--- src/hdl/msl_queue.sv ---
// msl_queue: small register FIFO between front and back.
// Generic width and depth; no package dependency.

module msl_queue #(
    parameter int WIDTH = 8,
    parameter int DEPTH = 2
) (
    input  logic             i_clk,
    input  logic             i_rst_n,
    input  logic             i_push,
    input  logic [WIDTH-1:0] i_data,
    output logic             o_full,
    output logic             o_valid,
    output logic [WIDTH-1:0] o_data,
    input  logic             i_pop
);
    localparam int PTR_W = $clog2(DEPTH);
    localparam int CNT_W = $clog2(DEPTH + 1);

    logic [WIDTH-1:0] r_mem [DEPTH];
    logic [PTR_W-1:0] r_wr_ptr;
    logic [PTR_W-1:0] r_rd_ptr;
    logic [CNT_W-1:0] r_count;
    logic [CNT_W-1:0] n_count;

    assign o_full  = (r_count == CNT_W'(DEPTH));
    assign o_valid = (r_count != '0);
    assign o_data  = r_mem[r_rd_ptr];
    assign n_count = r_count + CNT_W'(i_push) - CNT_W'(i_pop);

    always_ff @(posedge i_clk) begin
        if (!i_rst_n) begin
            r_wr_ptr <= '0;
            r_rd_ptr <= '0;
            r_count  <= '0;
        end else begin
            if (i_push) r_wr_ptr <= PTR_W'(r_wr_ptr + 1'b1);
            if (i_pop)  r_rd_ptr <= PTR_W'(r_rd_ptr + 1'b1);
            r_count <= n_count;
        end
    end

    always_ff @(posedge i_clk) begin
        if (i_push) r_mem[r_wr_ptr] <= i_data;
    end

    a_count_bound: assert property (@(posedge i_clk) disable iff (!i_rst_n)
        r_count <= CNT_W'(DEPTH))
        else $error("queue count beyond depth");

    a_no_overflow: assert property (@(posedge i_clk) disable iff (!i_rst_n)
        !(i_push && o_full))
        else $error("push into full queue");

    a_no_underflow: assert property (@(posedge i_clk) disable iff (!i_rst_n)
        !(i_pop && !o_valid))
        else $error("pop from empty queue");

endmodule

--- config.mk ---
export PLATFORM = sky130hd
export DESIGN_NAME = msl_queue
export DESIGN_NICKNAME = d
export VERILOG_FILES = /design/src/hdl/msl_queue.sv
export SDC_FILE = /design/constraint.sdc
export NUM_CORES = 1
export LEC_CHECK = 0
export BUFFER_PORTS_ARGS = -buffer_cell sky130_fd_sc_hd__buf_2
export CAP_MARGIN = 20
export CORE_ASPECT_RATIO = 0.9
export CORE_UTILIZATION = 40
export CTS_CLUSTER_SIZE = 28
export DETAILED_ROUTE_END_ITERATION = 8
export PLACE_DENSITY_LB_ADDON = 0.15
export SYNTH_ARGS = -nofsm -noshare
export SYNTH_HDL_FRONTEND = slang
export SYNTH_SLANG_ARGS = --single-unit
--- constraint.sdc ---
create_clock -name i_clk -period 1.4 [get_ports i_clk]
set_clock_uncertainty 0.1 [all_clocks]
set_input_delay 0.28 -clock i_clk [delete_from_list [all_inputs] [get_ports i_clk]]
set_output_delay 0.28 -clock i_clk [all_outputs]
set_load 0.02 [all_outputs]
==> flow_summary.toml <==
[clocking]
root_buffer = "clkbuf_4"
numCtsBuffers = 3
cts_tree = "done"
postCtsSetupBuffers = 0
clk_latency_ns = 0.29
cts_sinks = 21
h-tree-depth = 1
cts_buffer_depth = 2
clk_pin_slew_ns = 0.11

[finish]
finalNetCount = 88
layout_common_cells = "16 x edfxtp_1, 12 x buf_2, 11 x buf_6"
drive_above_1_share_pct = 56.2
layout_commonest_cell = "edfxtp_1"
syn_to_final_growth_pct = 36.3
diodes = 0

[sta]
clock.fmax_ghz = 0.629
period_share_pct = 114
finalHoldViolCount = 0
relSlewSlack_pct = 74.2
worst_slew_pin_slew_ns = 0.387
finalSetupViolCount = 8
rsz0062_at_grt = "true"
slew_violations = 0
setup_ws_ns = -0.190
tns_ns = -1.43
final.min_clock_period_ns = 1.59

[critical_path]
rrSetupSlack_ns = 0.11
critical_path_arrival_ns = 1.21
start_kind = "register"
worst_ep_required_time_ns = 1.02
reg2reg_to = "r_count[1]"
crit_type = "reg2out"
r2r_start = "r_count[0]"
worstPathMaxFanout = 5
crit_path_end_kind = "output pin"
reg2reg_depth = 6

[synthesis]
syn_nets = 60
netlist_instances = 46
syn_avg_cell_area_um2 = 17.5
synth_mux_area_share_pct = 11.2
synth_compound_area_share_pct = 0.935
syn_area_um2 = 803
ys_types = 12
ys_seq_elements = 21
synth.yosys.seq_area_share_pct = 72.3
synth_top_family_by_area = "multiplexers"
synthXorXnorAreaFrac_pct = 3.89
yosys.area_share.simple_pct = 7.01
synthAdderAreaFrac_pct = 3.12
ys_warn_count = 0

[floorplanning]
die_y_um = 44.5
row_count = 14
fp.coreArea_um2 = 1770
start_util_pct = 45.4
dieArea_um2 = 2190
ios = 22
die_width_um = 49.2

[flow_run]
maxCapViolCount = 0

[route]
via_per_inst = 4.58
drc = 0
drt_iter0_drc = 1
first_pass_iters = 2
wl_mm = 1.13
vias = 444
ant_nets = 0
wl_per_cell_um = 11.6

[hold_path]
hold_depth = 1
hp-start = "i_data[7]"
holdPathEnd = "r_mem[0][7]"
worstHoldPathType = "in2reg"

[place]
io_buffers = 21
place_ws_ns = 0.0436
gp_congestion = 0.697
dp_hpwl_um = 795

[power]
power.density_nw_per_um2 = 1220
p_leak_nw = 0.453
power_mw = 1.33
peakVddDrop_uv = 555

[grt]
grt_overflow_total = 0
first_global_vias = 456
antenna_found_initial = 0
grt_max_degree = 12
grt_pass1_wl_mm = 1.95
grt_use_total_pct = 12.6

[run_status]
violations = "setup timing"
status = "complete, but fails checks"
area by class of cell:
type                            instances  area, µm²
Inverter                                2       7.51
Timing Repair Buffer                   24        191
Sequential cell                        21        584
Multi-Input combinational cell         22        255
Clock buffer                            4       26.3
Tap cell                               24       30.0
Fill cell                             140        674
synth_stat cells:
master,instances,share of area (%)
xnor3_1,1,2.8
ha_1,2,3.1
mux2_1,8,11
and2_1,4,3.1
inv_1,2,0.93
xor2_1,1,1.1
or2_1,1,0.78
dfxtp_1,5,12
o21a_1,1,0.93
edfxtp_1,16,60
buf_2,1,0.62
nor2b_1,4,3.1
metrics by stage:
step	instance area [µm²]	cells	hold WS, ns	utilization, %
5_1_grt	1090	97	0.0476	61.9
3_3_place_gp	956	93	0.368	54.0
2_1_floorplan	803	46	0.279	-
4_1_cts	1070	97	0.0603	60.5
6_report	1090	97	0.0703	61.9
3_5_place_dp	956	93	0.373	54.0
worst max path at each step:
stage / start / end / slack [ns]
3_5_place_dp: i_pop / r_count[1] / 0.04
2_1_floorplan: register / o_data[0] / 0.14
5_1_grt: register / o_data[0] / -0.23
6_report: register / o_data[0] / -0.19
4_1_cts: register / o_data[3] / -0.20
3_3_place_gp: i_pop / r_count[1] / 0.08
critical path: stages (launching register included):
cell	delay, ns
dfxtp_2	0.36
buf_6	0.13
mux2_4	0.31
buf_6	0.13
flip-flops by register name, summed over array words and instances (netlist names), named ones only:
signal / flops
r_count: 2
r_mem: 16
r_rd_ptr: 1
r_wr_ptr: 1
report_power, final:
group,total [mW],internal [mW],switching (mW),leakage [nW]
clock,0.275,0.111,0.164,0.0150
combinational,0.317,0.182,0.136,0.246
sequential,0.742,0.721,0.0210,0.193
total,1.33,1.01,0.321,0.453
what timing repair did:
action	4_1_cts	5_1_grt
resized for setup	27	7
pin swaps	0	1
hold buffers	0	0
setup endpoints to repair	8	12
logic make-up (layout without fill, tap and decap cells):
| group | after synthesis | count (layout) |
|---|---|---|
| flops | 21 | 21 |
| simple gates | 9 | 9 |
| mux | 8 | 8 |
| buf+inv | 3 | 30 |
| fa+ha+maj | 2 | 2 |
| xor+xnor | 2 | 2 |
| compound gates | 1 | 1 |
metal layers:
metal / wire length [µm] / up-vias / GRT usage (%)
li1: - / 219 / -
met1: 486 / 210 / 12.8
met2: 577 / 11 / 23.3
met3: 32 / 4 / 3.09
met4: 29 / 0 / 8.82
met5: 0 / - / 0
(Power assumes the default switching activity.)
