## config.mk

```make
export PLATFORM = sky130hd
export DESIGN_NAME = msl_front
export DESIGN_NICKNAME = d
export VERILOG_FILES = /design/src/hdl/msl_pkg.sv /design/src/hdl/msl_front.sv
export SDC_FILE = /design/constraint.sdc
export NUM_CORES = 2
export LEC_CHECK = 0
export ABC_CLOCK_PERIOD_IN_PS = 39900
export BUFFER_PORTS_ARGS = -buffer_cell sky130_fd_sc_hd__buf_2
export CAP_MARGIN = 30
export CORE_MARGIN = 4
export CORE_UTILIZATION = 65
export DETAILED_ROUTE_END_ITERATION = 8
export PLACE_DENSITY = 0.9
export SYNTH_ARGS = -nofsm -noshare
export SYNTH_HDL_FRONTEND = slang
export SYNTH_SLANG_ARGS = --single-unit
```

## constraint.sdc

```tcl
create_clock -name vclk -period 39.9
set_input_delay 0 -clock vclk [all_inputs]
set_output_delay 0 -clock vclk [all_outputs]
set_load 0.01 [all_outputs]
```

## src/hdl/msl_pkg.sv

```systemverilog
// msl_pkg: shared types and constants for the multi-servo slew limiter.
// Used by msl_front, msl_back and the top level; no dependencies.

package msl_pkg;

    localparam int JOINTS  = 5;
    localparam int ANG_W   = 15;   // hundredths of a degree, 0..18000
    localparam int MRAD_W  = 16;   // signed milliradians
    localparam int CNT_W   = 3;
    localparam int CFG_W   = 30;
    localparam int PULSE_W = 10;
    localparam int IDX_W   = 3;

    // Operation codes
    localparam logic OP_COMMAND = 1'b0;
    localparam logic OP_TICK    = 1'b1;

    // Register indexes
    localparam logic [IDX_W-1:0] REG_J0_LIMITS    = 3'd0;
    localparam logic [IDX_W-1:0] REG_J1_LIMITS    = 3'd1;
    localparam logic [IDX_W-1:0] REG_J2_LIMITS    = 3'd2;
    localparam logic [IDX_W-1:0] REG_J3_LIMITS    = 3'd3;
    localparam logic [IDX_W-1:0] REG_J4_LIMITS    = 3'd4;
    localparam logic [IDX_W-1:0] REG_NORMAL_STEP  = 3'd5;
    localparam logic [IDX_W-1:0] REG_STARTUP_STEP = 3'd6;
    localparam logic [IDX_W-1:0] REG_REACH_EPS    = 3'd7;

    // Register reset values
    localparam logic [JOINTS-1:0][CFG_W-1:0] LIMITS_RST = {
        30'd393216000, 30'd393216000, 30'd262144000, 30'd393216000, 30'd393216000
    };
    localparam logic [ANG_W-1:0] NORMAL_STEP_RST  = 15'd50;
    localparam logic [ANG_W-1:0] STARTUP_STEP_RST = 15'd15;
    localparam logic [ANG_W-1:0] REACH_EPS_RST    = 15'd20;

    // Startup pose, lane 0 in the low slot
    localparam logic [JOINTS-1:0][ANG_W-1:0] POSE_INIT = {
        15'd9000, 15'd9000, 15'd8000, 15'd0, 15'd0
    };

    localparam logic [CNT_W-1:0] MIN_COMMAND_JOINTS = 3'd4;
    localparam logic [CNT_W-1:0] MAX_COUNT          = 3'd5;

    localparam logic [ANG_W-1:0]         DEG_FULL    = 15'd18000;
    localparam logic signed [MRAD_W-1:0] MRAD_LIM    = 16'sd1570;
    localparam int                       ZERO_LANE   = 0;
    localparam logic [ANG_W-1:0]         ZERO_OFFSET = 15'd9000;
    localparam int                       MIRROR_LANE = 1;

    // floor(x*900/157) for x in 0..3140 as (x*RECIP_DEG) >> DEG_SHIFT
    localparam int              RECIP_DEG_W = 22;
    localparam logic [21:0]     RECIP_DEG   = 22'd3005473;
    localparam int              DEG_SHIFT   = 19;

    // floor(a/40) for a in 0..18000 as (a*RECIP_PULSE) >> PULSE_SHIFT
    localparam logic [ANG_W-1:0]   RECIP_PULSE = 15'd26215;
    localparam int                 PULSE_SHIFT = 20;
    localparam logic [PULSE_W-1:0] PULSE_BASE  = 10'd150;

    typedef struct packed {
        logic [JOINTS-1:0][CFG_W-1:0] limits;
        logic [ANG_W-1:0]             normal_step;
        logic [ANG_W-1:0]             startup_step;
        logic [ANG_W-1:0]             reach_eps;
    } t_cfg;

    typedef struct packed {
        logic                         op;
        logic [JOINTS-1:0][ANG_W-1:0] tgt;
    } t_qentry;

    typedef struct packed {
        logic [JOINTS-1:0][PULSE_W-1:0] pulse;
        logic                           all_reached;
        logic                           slow_mode;
    } t_result;

endpackage

```

## src/hdl/msl_front.sv

```systemverilog
// msl_front: accepts items, drops short commands and maps command angles to
// clamped per-joint targets. Depends on msl_pkg.

module msl_front (
    input  logic                                            i_in_valid,
    output logic                                            o_in_stall,
    input  logic                                            i_operation,
    input  logic [msl_pkg::CNT_W-1:0]                       i_cmd_count,
    input  logic [msl_pkg::JOINTS-1:0][msl_pkg::MRAD_W-1:0] i_cmd_angle,
    input  msl_pkg::t_cfg                                   i_cfg,
    input  logic                                            i_q_full,
    output logic                                            o_q_push,
    output msl_pkg::t_qentry                                o_q_data
);
    import msl_pkg::*;

    logic [CNT_W-1:0] cnt_sat;
    logic             cmd_ok;
    logic [ANG_W-1:0] tgt_lane [JOINTS];

    assign cnt_sat    = (i_cmd_count > MAX_COUNT) ? MAX_COUNT : i_cmd_count;
    assign cmd_ok     = (cnt_sat >= MIN_COMMAND_JOINTS);
    assign o_in_stall = i_q_full;
    // short commands are taken and dropped here
    assign o_q_push   = i_in_valid && !i_q_full && ((i_operation == OP_TICK) || cmd_ok);

    for (genvar j = 0; j < JOINTS; j++) begin : g_lane
        logic signed [MRAD_W-1:0]  mrad;
        logic signed [MRAD_W-1:0]  mrad_cl;
        logic [11:0]               xofs;
        logic [33:0]               prod;
        logic [ANG_W-1:0]          deg;
        logic [ANG_W-1:0]          deg_z;
        logic [ANG_W-1:0]          mn;
        logic [ANG_W-1:0]          mx;
        logic [ANG_W-1:0]          lo;
        logic [ANG_W-1:0]          hi;
        logic signed [ANG_W+1:0]   mir;
        logic [ANG_W-1:0]          deg_m;

        always_comb begin
            mrad = (CNT_W'(j) < cnt_sat) ? $signed(i_cmd_angle[j]) : '0;
            if (mrad < -MRAD_LIM) begin
                mrad_cl = -MRAD_LIM;
            end else if (mrad > MRAD_LIM) begin
                mrad_cl = MRAD_LIM;
            end else begin
                mrad_cl = mrad;
            end
            xofs = 12'(mrad_cl + MRAD_LIM);
            prod = {22'd0, xofs} * {12'd0, RECIP_DEG};
            deg  = prod[DEG_SHIFT+ANG_W-1:DEG_SHIFT];

            if (j == ZERO_LANE) begin
                deg_z = (deg >= ZERO_OFFSET) ? ANG_W'(deg - ZERO_OFFSET) : '0;
            end else begin
                deg_z = (deg > DEG_FULL) ? DEG_FULL : deg;
            end

            // soft limits: clamp each to full range, swap when inverted
            mn = (i_cfg.limits[j][ANG_W-1:0] > DEG_FULL) ? DEG_FULL
                                                         : i_cfg.limits[j][ANG_W-1:0];
            mx = (i_cfg.limits[j][2*ANG_W-1:ANG_W] > DEG_FULL) ? DEG_FULL
                                                               : i_cfg.limits[j][2*ANG_W-1:ANG_W];
            lo = (mn > mx) ? mx : mn;
            hi = (mn > mx) ? mn : mx;

            mir = $signed({2'b00, lo}) + $signed({2'b00, hi}) - $signed({2'b00, deg_z});
            if (j == MIRROR_LANE) begin
                if (mir < 0) begin
                    deg_m = '0;
                end else if (mir > $signed({2'b00, DEG_FULL})) begin
                    deg_m = DEG_FULL;
                end else begin
                    deg_m = mir[ANG_W-1:0];
                end
            end else begin
                deg_m = deg_z;
            end

            if (deg_m < lo) begin
                tgt_lane[j] = lo;
            end else if (deg_m > hi) begin
                tgt_lane[j] = hi;
            end else begin
                tgt_lane[j] = deg_m;
            end
        end
    end

    always_comb begin
        o_q_data.op = i_operation;
        for (int k = 0; k < JOINTS; k++) begin
            o_q_data.tgt[k] = tgt_lane[k];
        end
    end

endmodule

```

==> impl_metrics.py <==
metrics = {
    "finish": {
        "final_cell_mix": "inv_1, ha_1, fa_1, buf_2, a21oi_1",
        "stdcell_count": 5042,
        "num-nets-final": 5648,
        "area_growth_pct": 7.020,
        "design.seq.count": 0,
        "regArea_um2": 0,
        "final_common_cell": "inv_1",
        "final_layout_size_suffix_gt1_share_pct": 10.86,
        "clockBufferCount": 0,
    },
    "sta": {
        "fin_crit_sh_pct": 40.79,
        "max_slew_margin_pct": 28.69,
        "slew_violations": 0,
        "rsz0062_at_grt": "false",
        "fin_tns_setup_ns": 0,
        "finalSetupViolCount": 0,
        "finalHoldViolCount": 0,
        "worst_pin_slew_ns": 1.070,
        "max_freq_mhz": 61.45,
        "fin_crit_ns": 16.27,
    },
    "grt": {
        "grt_pass1_wl_um": 140500,
        "grt_use_total_pct": 30.49,
        "grt_overflow": 0,
        "grt_max_degree": 57,
        "antenna_found_initial": 6,
        "grt_pass1_vias": 30580,
    },
    "worst_setup_path": {
        "cp-start-kind": "input port",
        "cp.arrival_ns": 16.27,
        "cpPeakStageDelay_ns": 0.61,
        "cp_data_required_time_ns": 39.90,
        "path_common_cell": "a21oi_1",
        "cpLargestDelayFamily": "compound AO/OA/AOI/OAI gates",
        "crit_buf_inv": 12,
        "endpoint_kind": "output port",
        "critPathMaxFanout": 25,
        "crit_type": "in -> out",
        "critPathSlowestCell": "a21oi_1",
    },
    "yosys": {
        "synth_xor_area_share_pct": 3.220,
        "yosys.area_share.simple_pct": 17.71,
        "synth-compound-area-share_pct": 20.12,
        "synth_top_family_by_area": "adder cells",
        "netlist_instances": 4136,
        "yosys_warnings": 0,
        "synth_area_um2": 32330,
        "postSynthAreaPerCell_um2": 7.817,
        "yosys.cell_types.count": 102,
        "synth_mux_area_share_pct": 3.011,
        "synthAdderAreaFrac_pct": 46.31,
        "syn_nets": 5409,
        "synth_seq_area_share_pct": 0,
    },
    "flow_run": {
        "maxCapViolations": 0,
    },
    "die": {
        "die_area_um2": 53370,
        "rows": 81,
        "ios": 359,
        "design.core.area_um2": 49050,
        "die_w_um": 231.0,
        "die_y_um": 231.0,
        "start_util_pct": 65.91,
    },
    "drt": {
        "final_antenna_net_count": 0,
        "drt_iter0_markers": 2120,
        "drc": 0,
        "routed_wl_um": 83150,
        "via_count": 30550,
        "drtPass1Iterations": 8,
        "wl_per_cell_um": 16.49,
        "vias_per_cell": 6.059,
    },
    "hold_path": {
        "hold_end": "o_in_stall",
        "min_from": "i_q_full",
        "min_delay_path_depth": 2,
        "hp-class": "in -> out",
    },
    "placed_design": {
        "dp_hpwl_um": 73430,
        "dp_cells": 5035,
        "place_congestion": 0.9697,
        "io_buffers": 314,
    },
    "cts": {
        "cts_resized": 0,
        "cts_setup_buffers": 0,
        "cts.hold.buffers_added": 0,
    },
    "status": {
        "status": "finished, final reports clean",
    },
}
-- per-stage QoR --
step	worst slack (ns)	hold slack [ns]	instance area, um^2	util [%]
after detailed placement	23.79	0.2031	34560	70.45
after global placement	24.05	0.2006	34550	70.44
after floorplan	25.82	0.05030	32330	-
after global routing	22.39	0.2115	34590	70.53
after CTS	23.77	0.2032	34560	70.45
final	23.63	0.2023	34600	70.54
-- worst max path at each step --
stage / start / cells past startpoint / to
after global placement: i_cmd_count[2] / 67 / o_q_data[25]
final: i_cmd_count[2] / 70 / o_q_data[25]
after CTS: i_cmd_count[2] / 67 / o_q_data[25]
after detailed placement: i_cmd_count[2] / 67 / o_q_data[24]
after floorplan: i_cmd_count[1] / 65 / o_q_data[16]
after global routing: i_cmd_count[2] / 67 / o_q_data[19]
-- logic make-up (layout without fill, tap and decap cells) --
kind of cell	after synthesis	count (layout)
buffers and inverters	818	1055
multiplexers	93	93
AND/OR/NAND/NOR	1144	1144
adder cells (fa/ha/maj)	992	992
XOR/XNOR	118	118
AO/OA/AOI/OAI	971	971
other	0	5
-- layer usage --
| metal | up-vias | track usage (%) | part of all wire (%) |
|---|---|---|---|
| li1 | 14800 | - | - |
| met4 | 6 | 7.423 | 2.5 |
| met1 | 14430 | 39.95 | 43 |
| met5 | - | 0 | 0.046 |
| met3 | 190 | 2.839 | 6.3 |
| met2 | 1125 | 54.48 | 49 |
-- synthesized netlist by cell type, types with 13 or more instances --
master / number / share of area [%]
a211o_1: 13 / 0.35
a211oi_1: 26 / 0.60
a21o_1: 126 / 2.9
a21oi_1: 299 / 4.6
a31o_2: 16 / 0.43
a31oi_1: 41 / 0.79
and2_1: 46 / 0.89
and3_1: 43 / 0.83
clkbuf_1: 82 / 0.95
fa_1: 341 / 21
ha_1: 651 / 25
inv_1: 711 / 8.3
mux2_2: 30 / 1.0
mux2i_1: 62 / 1.9
nand2_1: 285 / 3.3
nand2b_1: 44 / 0.85
nand3_1: 72 / 1.1
nand4_1: 75 / 1.5
nor2_1: 291 / 3.4
nor2b_1: 104 / 2.0
nor3_1: 51 / 0.79
nor4_1: 19 / 0.37
o211ai_1: 21 / 0.49
o21a_1: 55 / 1.3
o21ai_0: 165 / 2.6
o21bai_1: 23 / 0.53
o31ai_1: 13 / 0.30
o41ai_1: 15 / 0.41
or2_2: 36 / 0.70
or3_1: 21 / 0.41
xnor2_1: 76 / 2.1
xor2_1: 41 / 1.1
-- layout make-up --
class / count / area, um^2
Antenna cell: 5 / 12.51
Tap cell: 664 / 830.8
Timing Repair Buffer: 343 / 1802
Multi-Input combinational cell: 3318 / 29280
Fill cell: 3873 / 14450
Inverter: 712 / 2673
Power is not shown: default switching activity piles up to over one toggle a cycle in this logic, so the estimate is an artifact.
