<file path="src/hdl/msl_pkg.sv">
// msl_pkg: shared types and constants for the multi-servo slew limiter.
// Used by msl_front, msl_back and the top level; no dependencies.

package msl_pkg;

    localparam int JOINTS  = 5;
    localparam int ANG_W   = 15;   // hundredths of a degree, 0..18000
    localparam int MRAD_W  = 16;   // signed milliradians
    localparam int CNT_W   = 3;
    localparam int CFG_W   = 30;
    localparam int PULSE_W = 10;
    localparam int IDX_W   = 3;

    // Operation codes
    localparam logic OP_COMMAND = 1'b0;
    localparam logic OP_TICK    = 1'b1;

    // Register indexes
    localparam logic [IDX_W-1:0] REG_J0_LIMITS    = 3'd0;
    localparam logic [IDX_W-1:0] REG_J1_LIMITS    = 3'd1;
    localparam logic [IDX_W-1:0] REG_J2_LIMITS    = 3'd2;
    localparam logic [IDX_W-1:0] REG_J3_LIMITS    = 3'd3;
    localparam logic [IDX_W-1:0] REG_J4_LIMITS    = 3'd4;
    localparam logic [IDX_W-1:0] REG_NORMAL_STEP  = 3'd5;
    localparam logic [IDX_W-1:0] REG_STARTUP_STEP = 3'd6;
    localparam logic [IDX_W-1:0] REG_REACH_EPS    = 3'd7;

    // Register reset values
    localparam logic [JOINTS-1:0][CFG_W-1:0] LIMITS_RST = {
        30'd393216000, 30'd393216000, 30'd262144000, 30'd393216000, 30'd393216000
    };
    localparam logic [ANG_W-1:0] NORMAL_STEP_RST  = 15'd50;
    localparam logic [ANG_W-1:0] STARTUP_STEP_RST = 15'd15;
    localparam logic [ANG_W-1:0] REACH_EPS_RST    = 15'd20;

    // Startup pose, lane 0 in the low slot
    localparam logic [JOINTS-1:0][ANG_W-1:0] POSE_INIT = {
        15'd9000, 15'd9000, 15'd8000, 15'd0, 15'd0
    };

    localparam logic [CNT_W-1:0] MIN_COMMAND_JOINTS = 3'd4;
    localparam logic [CNT_W-1:0] MAX_COUNT          = 3'd5;

    localparam logic [ANG_W-1:0]         DEG_FULL    = 15'd18000;
    localparam logic signed [MRAD_W-1:0] MRAD_LIM    = 16'sd1570;
    localparam int                       ZERO_LANE   = 0;
    localparam logic [ANG_W-1:0]         ZERO_OFFSET = 15'd9000;
    localparam int                       MIRROR_LANE = 1;

    // floor(x*900/157) for x in 0..3140 as (x*RECIP_DEG) >> DEG_SHIFT
    localparam int              RECIP_DEG_W = 22;
    localparam logic [21:0]     RECIP_DEG   = 22'd3005473;
    localparam int              DEG_SHIFT   = 19;

    // floor(a/40) for a in 0..18000 as (a*RECIP_PULSE) >> PULSE_SHIFT
    localparam logic [ANG_W-1:0]   RECIP_PULSE = 15'd26215;
    localparam int                 PULSE_SHIFT = 20;
    localparam logic [PULSE_W-1:0] PULSE_BASE  = 10'd150;

    typedef struct packed {
        logic [JOINTS-1:0][CFG_W-1:0] limits;
        logic [ANG_W-1:0]             normal_step;
        logic [ANG_W-1:0]             startup_step;
        logic [ANG_W-1:0]             reach_eps;
    } t_cfg;

    typedef struct packed {
        logic                         op;
        logic [JOINTS-1:0][ANG_W-1:0] tgt;
    } t_qentry;

    typedef struct packed {
        logic [JOINTS-1:0][PULSE_W-1:0] pulse;
        logic                           all_reached;
        logic                           slow_mode;
    } t_result;

endpackage

</file>
<file path="src/hdl/msl_back.sv">
// msl_back: applies queued commands to the targets and steps the joints on
// ticks, with a result register toward the output. Depends on msl_pkg.

module msl_back (
    input  logic             i_clk,
    input  logic             i_rst_n,
    input  logic             i_q_valid,
    input  msl_pkg::t_qentry i_q_data,
    output logic             o_q_pop,
    input  msl_pkg::t_cfg    i_cfg,
    output logic             o_out_valid,
    input  logic             i_out_stall,
    output msl_pkg::t_result o_result
);
    import msl_pkg::*;

    logic [JOINTS-1:0][ANG_W-1:0] r_cur;
    logic [JOINTS-1:0][ANG_W-1:0] r_tgt;
    logic                         r_slow;
    logic                         r_seen;
    logic                         r_out_valid;
    t_result                      r_result;

    logic             out_free;
    logic             do_tick;
    logic             do_cmd;
    logic [ANG_W-1:0] step;
    logic             all_reached;
    logic             n_slow;
    t_result          n_result;
    logic [ANG_W-1:0]   n_cur     [JOINTS];
    logic [PULSE_W-1:0] pulse_ln  [JOINTS];
    logic               reach_ln  [JOINTS];

    assign out_free = !r_out_valid || !i_out_stall;
    // commands never wait on the output side
    assign o_q_pop  = i_q_valid && ((i_q_data.op == OP_COMMAND) || out_free);
    assign do_tick  = o_q_pop && (i_q_data.op == OP_TICK);
    assign do_cmd   = o_q_pop && (i_q_data.op == OP_COMMAND);
    assign step     = r_slow ? i_cfg.startup_step : i_cfg.normal_step;

    for (genvar j = 0; j < JOINTS; j++) begin : g_lane
        logic [ANG_W-1:0]   diff;
        logic [ANG_W-1:0]   gap;
        logic               up;
        logic [2*ANG_W-1:0] prod;

        always_comb begin
            up   = (r_cur[j] < r_tgt[j]);
            diff = up ? ANG_W'(r_tgt[j] - r_cur[j]) : ANG_W'(r_cur[j] - r_tgt[j]);
            if (step >= diff) begin
                n_cur[j] = r_tgt[j];
                gap      = '0;
            end else begin
                n_cur[j] = up ? ANG_W'(r_cur[j] + step) : ANG_W'(r_cur[j] - step);
                gap      = ANG_W'(diff - step);
            end
            prod        = {{ANG_W{1'b0}}, n_cur[j]} * {{ANG_W{1'b0}}, RECIP_PULSE};
            pulse_ln[j] = PULSE_BASE + prod[PULSE_SHIFT+PULSE_W-1:PULSE_SHIFT];
            reach_ln[j] = (gap <= i_cfg.reach_eps);
        end
    end

    always_comb begin
        all_reached = 1'b1;
        for (int k = 0; k < JOINTS; k++) begin
            all_reached = all_reached && reach_ln[k];
            n_result.pulse[k] = pulse_ln[k];
        end
        n_slow               = r_slow && !(r_seen && all_reached);
        n_result.all_reached = all_reached;
        n_result.slow_mode   = n_slow;
    end

    always_ff @(posedge i_clk) begin
        if (!i_rst_n) begin
            r_cur       <= POSE_INIT;
            r_tgt       <= POSE_INIT;
            r_slow      <= 1'b1;
            r_seen      <= 1'b0;
            r_out_valid <= 1'b0;
        end else begin
            if (do_cmd) begin
                r_tgt  <= i_q_data.tgt;
                r_seen <= 1'b1;
            end
            if (do_tick) begin
                for (int k = 0; k < JOINTS; k++) begin
                    r_cur[k] <= n_cur[k];
                end
                r_slow <= n_slow;
            end
            if (do_tick) begin
                r_out_valid <= 1'b1;
            end else if (!i_out_stall) begin
                r_out_valid <= 1'b0;
            end
        end
    end

    always_ff @(posedge i_clk) begin
        if (do_tick) r_result <= n_result;
    end

    assign o_out_valid = r_out_valid;
    assign o_result    = r_result;

    for (genvar j = 0; j < JOINTS; j++) begin : g_chk
        a_angle_range: assert property (@(posedge i_clk) disable iff (!i_rst_n)
            (r_tgt[j] <= DEG_FULL) && (r_cur[j] <= DEG_FULL))
            else $error("joint angle out of range");
    end

    a_tick_result: assert property (@(posedge i_clk) disable iff (!i_rst_n)
        do_tick |=> o_out_valid)
        else $error("tick gave no result");

    a_slow_once: assert property (@(posedge i_clk) disable iff (!i_rst_n)
        $past(i_rst_n) |-> !$rose(r_slow))
        else $error("slow mode came back");

endmodule
</file>
<file path="config.mk">
export PLATFORM = sky130hd
export DESIGN_NAME = msl_back
export DESIGN_NICKNAME = d
export VERILOG_FILES = /design/src/hdl/msl_pkg.sv /design/src/hdl/msl_back.sv
export SDC_FILE = /design/constraint.sdc
export NUM_CORES = 2
export LEC_CHECK = 0
export BUFFER_PORTS_ARGS = -buffer_cell sky130_fd_sc_hd__buf_2
export CAP_MARGIN = 20
export CORE_ASPECT_RATIO = 0.9
export CORE_MARGIN = 2
export CORE_UTILIZATION = 35
export DETAILED_ROUTE_END_ITERATION = 10
export HOLD_SLACK_MARGIN = 0.12
export SYNTH_ARGS = -nofsm -noshare
export SYNTH_HDL_FRONTEND = slang
export SYNTH_SLANG_ARGS = --single-unit
</file>
<file path="constraint.sdc">
create_clock -name i_clk -period 17.6 [get_ports i_clk]
set_clock_uncertainty 0.05 [all_clocks]
set_input_delay 2.64 -clock i_clk [delete_from_list [all_inputs] [get_ports i_clk]]
set_output_delay 2.64 -clock i_clk [all_outputs]
set_load 0.05 [all_outputs]
</file>
==> impl_metrics.csv <==
group,metric,value,unit
die,die_y,346,µm
route,drtIter0Drc,2644,
yosys,yosysSeqAreaShare,0.102,
route,firstDrtPassIters,5,
cts,cts_resized,0,
route,vias_per_cell,5.18,
worst_setup_path,regToRegStartpoint,"r_slow",
job,timing.max_cap.violations,0,
finish,layout-drive-gt1-share,0.0708,
cts,clkSinkCount,205,
worst_setup_path,end_kind,"flop",
timing,maxSlewHeadroom,0.269,
hold_path,holdCritStartpoint,"r_seen",
timing,period_share,0.872,
finish,mostFrequentLayoutCell,"ha_1",
die,die_area,133000,µm²
route,ant_nets,0,
yosys,synth.avg_cell_area,8.34,µm²
yosys,yosysTopAreaCell,"ha_1",
cts,path_clk_slew,60,ps
timing,max_freq,65.1,MHz
route,drc,0,
route,wl_per_cell,18.0,µm
finish,most-common-layout-cells,"ha_1 (974), inv_1 (862), nand2_1 (437)",
worst_setup_path,start_kind,"input pin",
yosys,synth.area.top_cells,"ha_1 (27%), fa_1 (15%), inv_1 (7.1%)",
global_routing,grt-ovfl-total,0,
yosys,synth_nets,7030,
cts,cts-root-buf,"clkbuf_16",
cts,cts_setup_buffers,0,
placement,dpl_cell_area,48600,µm²
worst_setup_path,critical_path_class,"in -> reg",
route,dr_total_vias,37917,
cts,clk-insertion-delay-late,640,ps
worst_setup_path,required,17920,ps
yosys,syn_inst,5444,
status,status,"completed",
die,io_pins,329,
worst_setup_path,startpoint,"i_cfg[16]",
yosys,yosys.cell_types.count,100,
die,rows,125,
yosys,async_reset_ff_frac,0,
route,wl,132000,µm
placement,gp_congestion,0.929,
global_routing,grt_max_degree,89,
yosys,synth_edf_count,52,
global_routing,grt_util_all_layers,0.197,
cts,cts_tree,"yes",
timing,period_minus_slack,15360,ps
die,start_util,0.352,
worst_setup_path,worstPathArrival,15670,ps
finish,finalNetCount,7168,
worst_setup_path,max_stage_delay,610,ps
worst_setup_path,cp_slowest_cell,"a211oi_1",
placement,dp_hpwl,108000,µm
yosys,synth_top_area_frac,0.268,
worst_setup_path,cp_max_fo,9,
yosys,syn-cell-area,45400,µm²
finish,synthToLayoutAreaGrowth,9.40,%
cts,cts_buffers,31,
yosys,synth_warnings,0,
global_routing,grt_pass1_vias,37865,
hold_path,hp-class,"reg -> reg",
timing,timing_hold_violations_final,0,
cts,cts_hold_buf,0,
timing,worstMarginPinSlew,1090,ps
yosys,synth-seq-cells,205,
cts,cts.path.max_buffers,3,
yosys,synth_flop_cell,"dfxtp_1",
finish,finalInstanceArea,49700,µm²
timing,slew_violations,0,
cts,h-tree-depth,1,
timing,final-setup-viol-count,0,
die,placeableCoreArea,129000,µm²
global_routing,antenna_found_initial,4,
placement,io_buffers,178,
timing,tns,0,ps
worst_setup_path,cp_common_cell,"inv_1",
die,die_w,384,µm
timing,rsz0062_at_grt,"false",
timing,holdWs,421,ps
global_routing,grt_pass1_wl,209000,µm
[worst max-delay path, delay by kind of cell]
kind | cells | cell delay, ps
XOR/XNOR | 3 | 640
adder cells (fa/ha/maj) | 8 | 3290
AO/OA/AOI/OAI | 10 | 2750
multiplexers | 1 | 500
AND/OR/NAND/NOR | 13 | 3860
buffers and inverters | 12 | 1960
[synthesized netlist by cell type, types with 7 or more instances]
| master | number |
|---|---|
| a211o_1 | 8 |
| a211oi_1 | 82 |
| a21boi_0 | 35 |
| a21o_1 | 232 |
| a21oi_1 | 350 |
| a31o_2 | 11 |
| a31oi_1 | 15 |
| and2_1 | 28 |
| and3_1 | 24 |
| and4_1 | 11 |
| buf_1 | 16 |
| clkbuf_1 | 126 |
| dfxtp_1 | 153 |
| edfxtp_1 | 52 |
| fa_1 | 337 |
| ha_1 | 974 |
| inv_1 | 862 |
| mux2_2 | 12 |
| mux2i_1 | 71 |
| nand2_1 | 437 |
| nand2b_1 | 50 |
| nand3_1 | 57 |
| nand3b_1 | 9 |
| nand4_1 | 43 |
| nor2_1 | 286 |
| nor2b_1 | 80 |
| nor3_1 | 68 |
| nor3b_1 | 9 |
| o211a_1 | 7 |
| o211ai_1 | 44 |
| o21a_1 | 39 |
| o21ai_0 | 231 |
| o21ai_1 | 18 |
| o21bai_1 | 42 |
| o31a_1 | 7 |
| o31ai_1 | 18 |
| o41ai_1 | 7 |
| or2_2 | 20 |
| or3_1 | 26 |
| or4_1 | 13 |
| xnor2_1 | 268 |
| xor2_1 | 133 |
[metal layers]
| metal | GRT usage | up-vias | part of all wire |
|---|---|---|---|
| li1 | - | 18806 | - |
| met1 | 0.279 | 18095 | 0.48 |
| met2 | 0.314 | 853 | 0.44 |
| met3 | 0.0281 | 157 | 0.057 |
| met4 | 0.0475 | 6 | 0.026 |
| met5 | 0 | - | 0.00021 |
[cell type report]
cell class,instances,area [µm²]
Clock inverter,11,139
Tap cell,1714,2140
Fill cell,13220,79200
Inverter,866,3260
Timing Repair Buffer,248,1430
Clock buffer,45,972
Multi-Input combinational cell,4230,37100
Antenna cell,2,5.00
Sequential cell,205,4620
[stage by stage]
stage | std cells | util | setup WS, ps
global placement | 7262 | 0.377 | 2130
finish | 7321 | 0.385 | 2240
floorplan | 5444 | - | 4940
CTS | 7319 | 0.385 | 2500
detailed placement | 7263 | 0.377 | 1880
global route | 7319 | 0.385 | 1670
[cell families after synthesis]
group                      Yosys count  share of synthesized area
adders and majority gates         1311                      0.417
AOI/OAI and AO/OA                 1241                      0.177
and+or+nand+nor                   1191                      0.124
buffers and inverters             1009                     0.0834
xor gates and xnor gates           402                     0.0778
DFF                                205                      0.102
muxes                               85                     0.0192
[state kept, by name, indices dropped and copies added (netlist names)]
name and flops:
r_seen 1, r_slow 1, r_tgt 75, r_cur 75, o_out_valid 1, o_result 52
[path summary, 6_finish.rpt]
path | cells past startpoint | slack [ps] | endpoint
setup / recovery | 47 | 2240 | o_result[41]
setup reg to reg | 47 | 3640 | o_result[41]
hold reg to reg | 2 | 420 | r_seen
hold / removal | 2 | 420 | r_seen
Power is left out: the tool's default activity adds up to more than one toggle a clock period on the data nets, which glitch-free logic cannot reach.
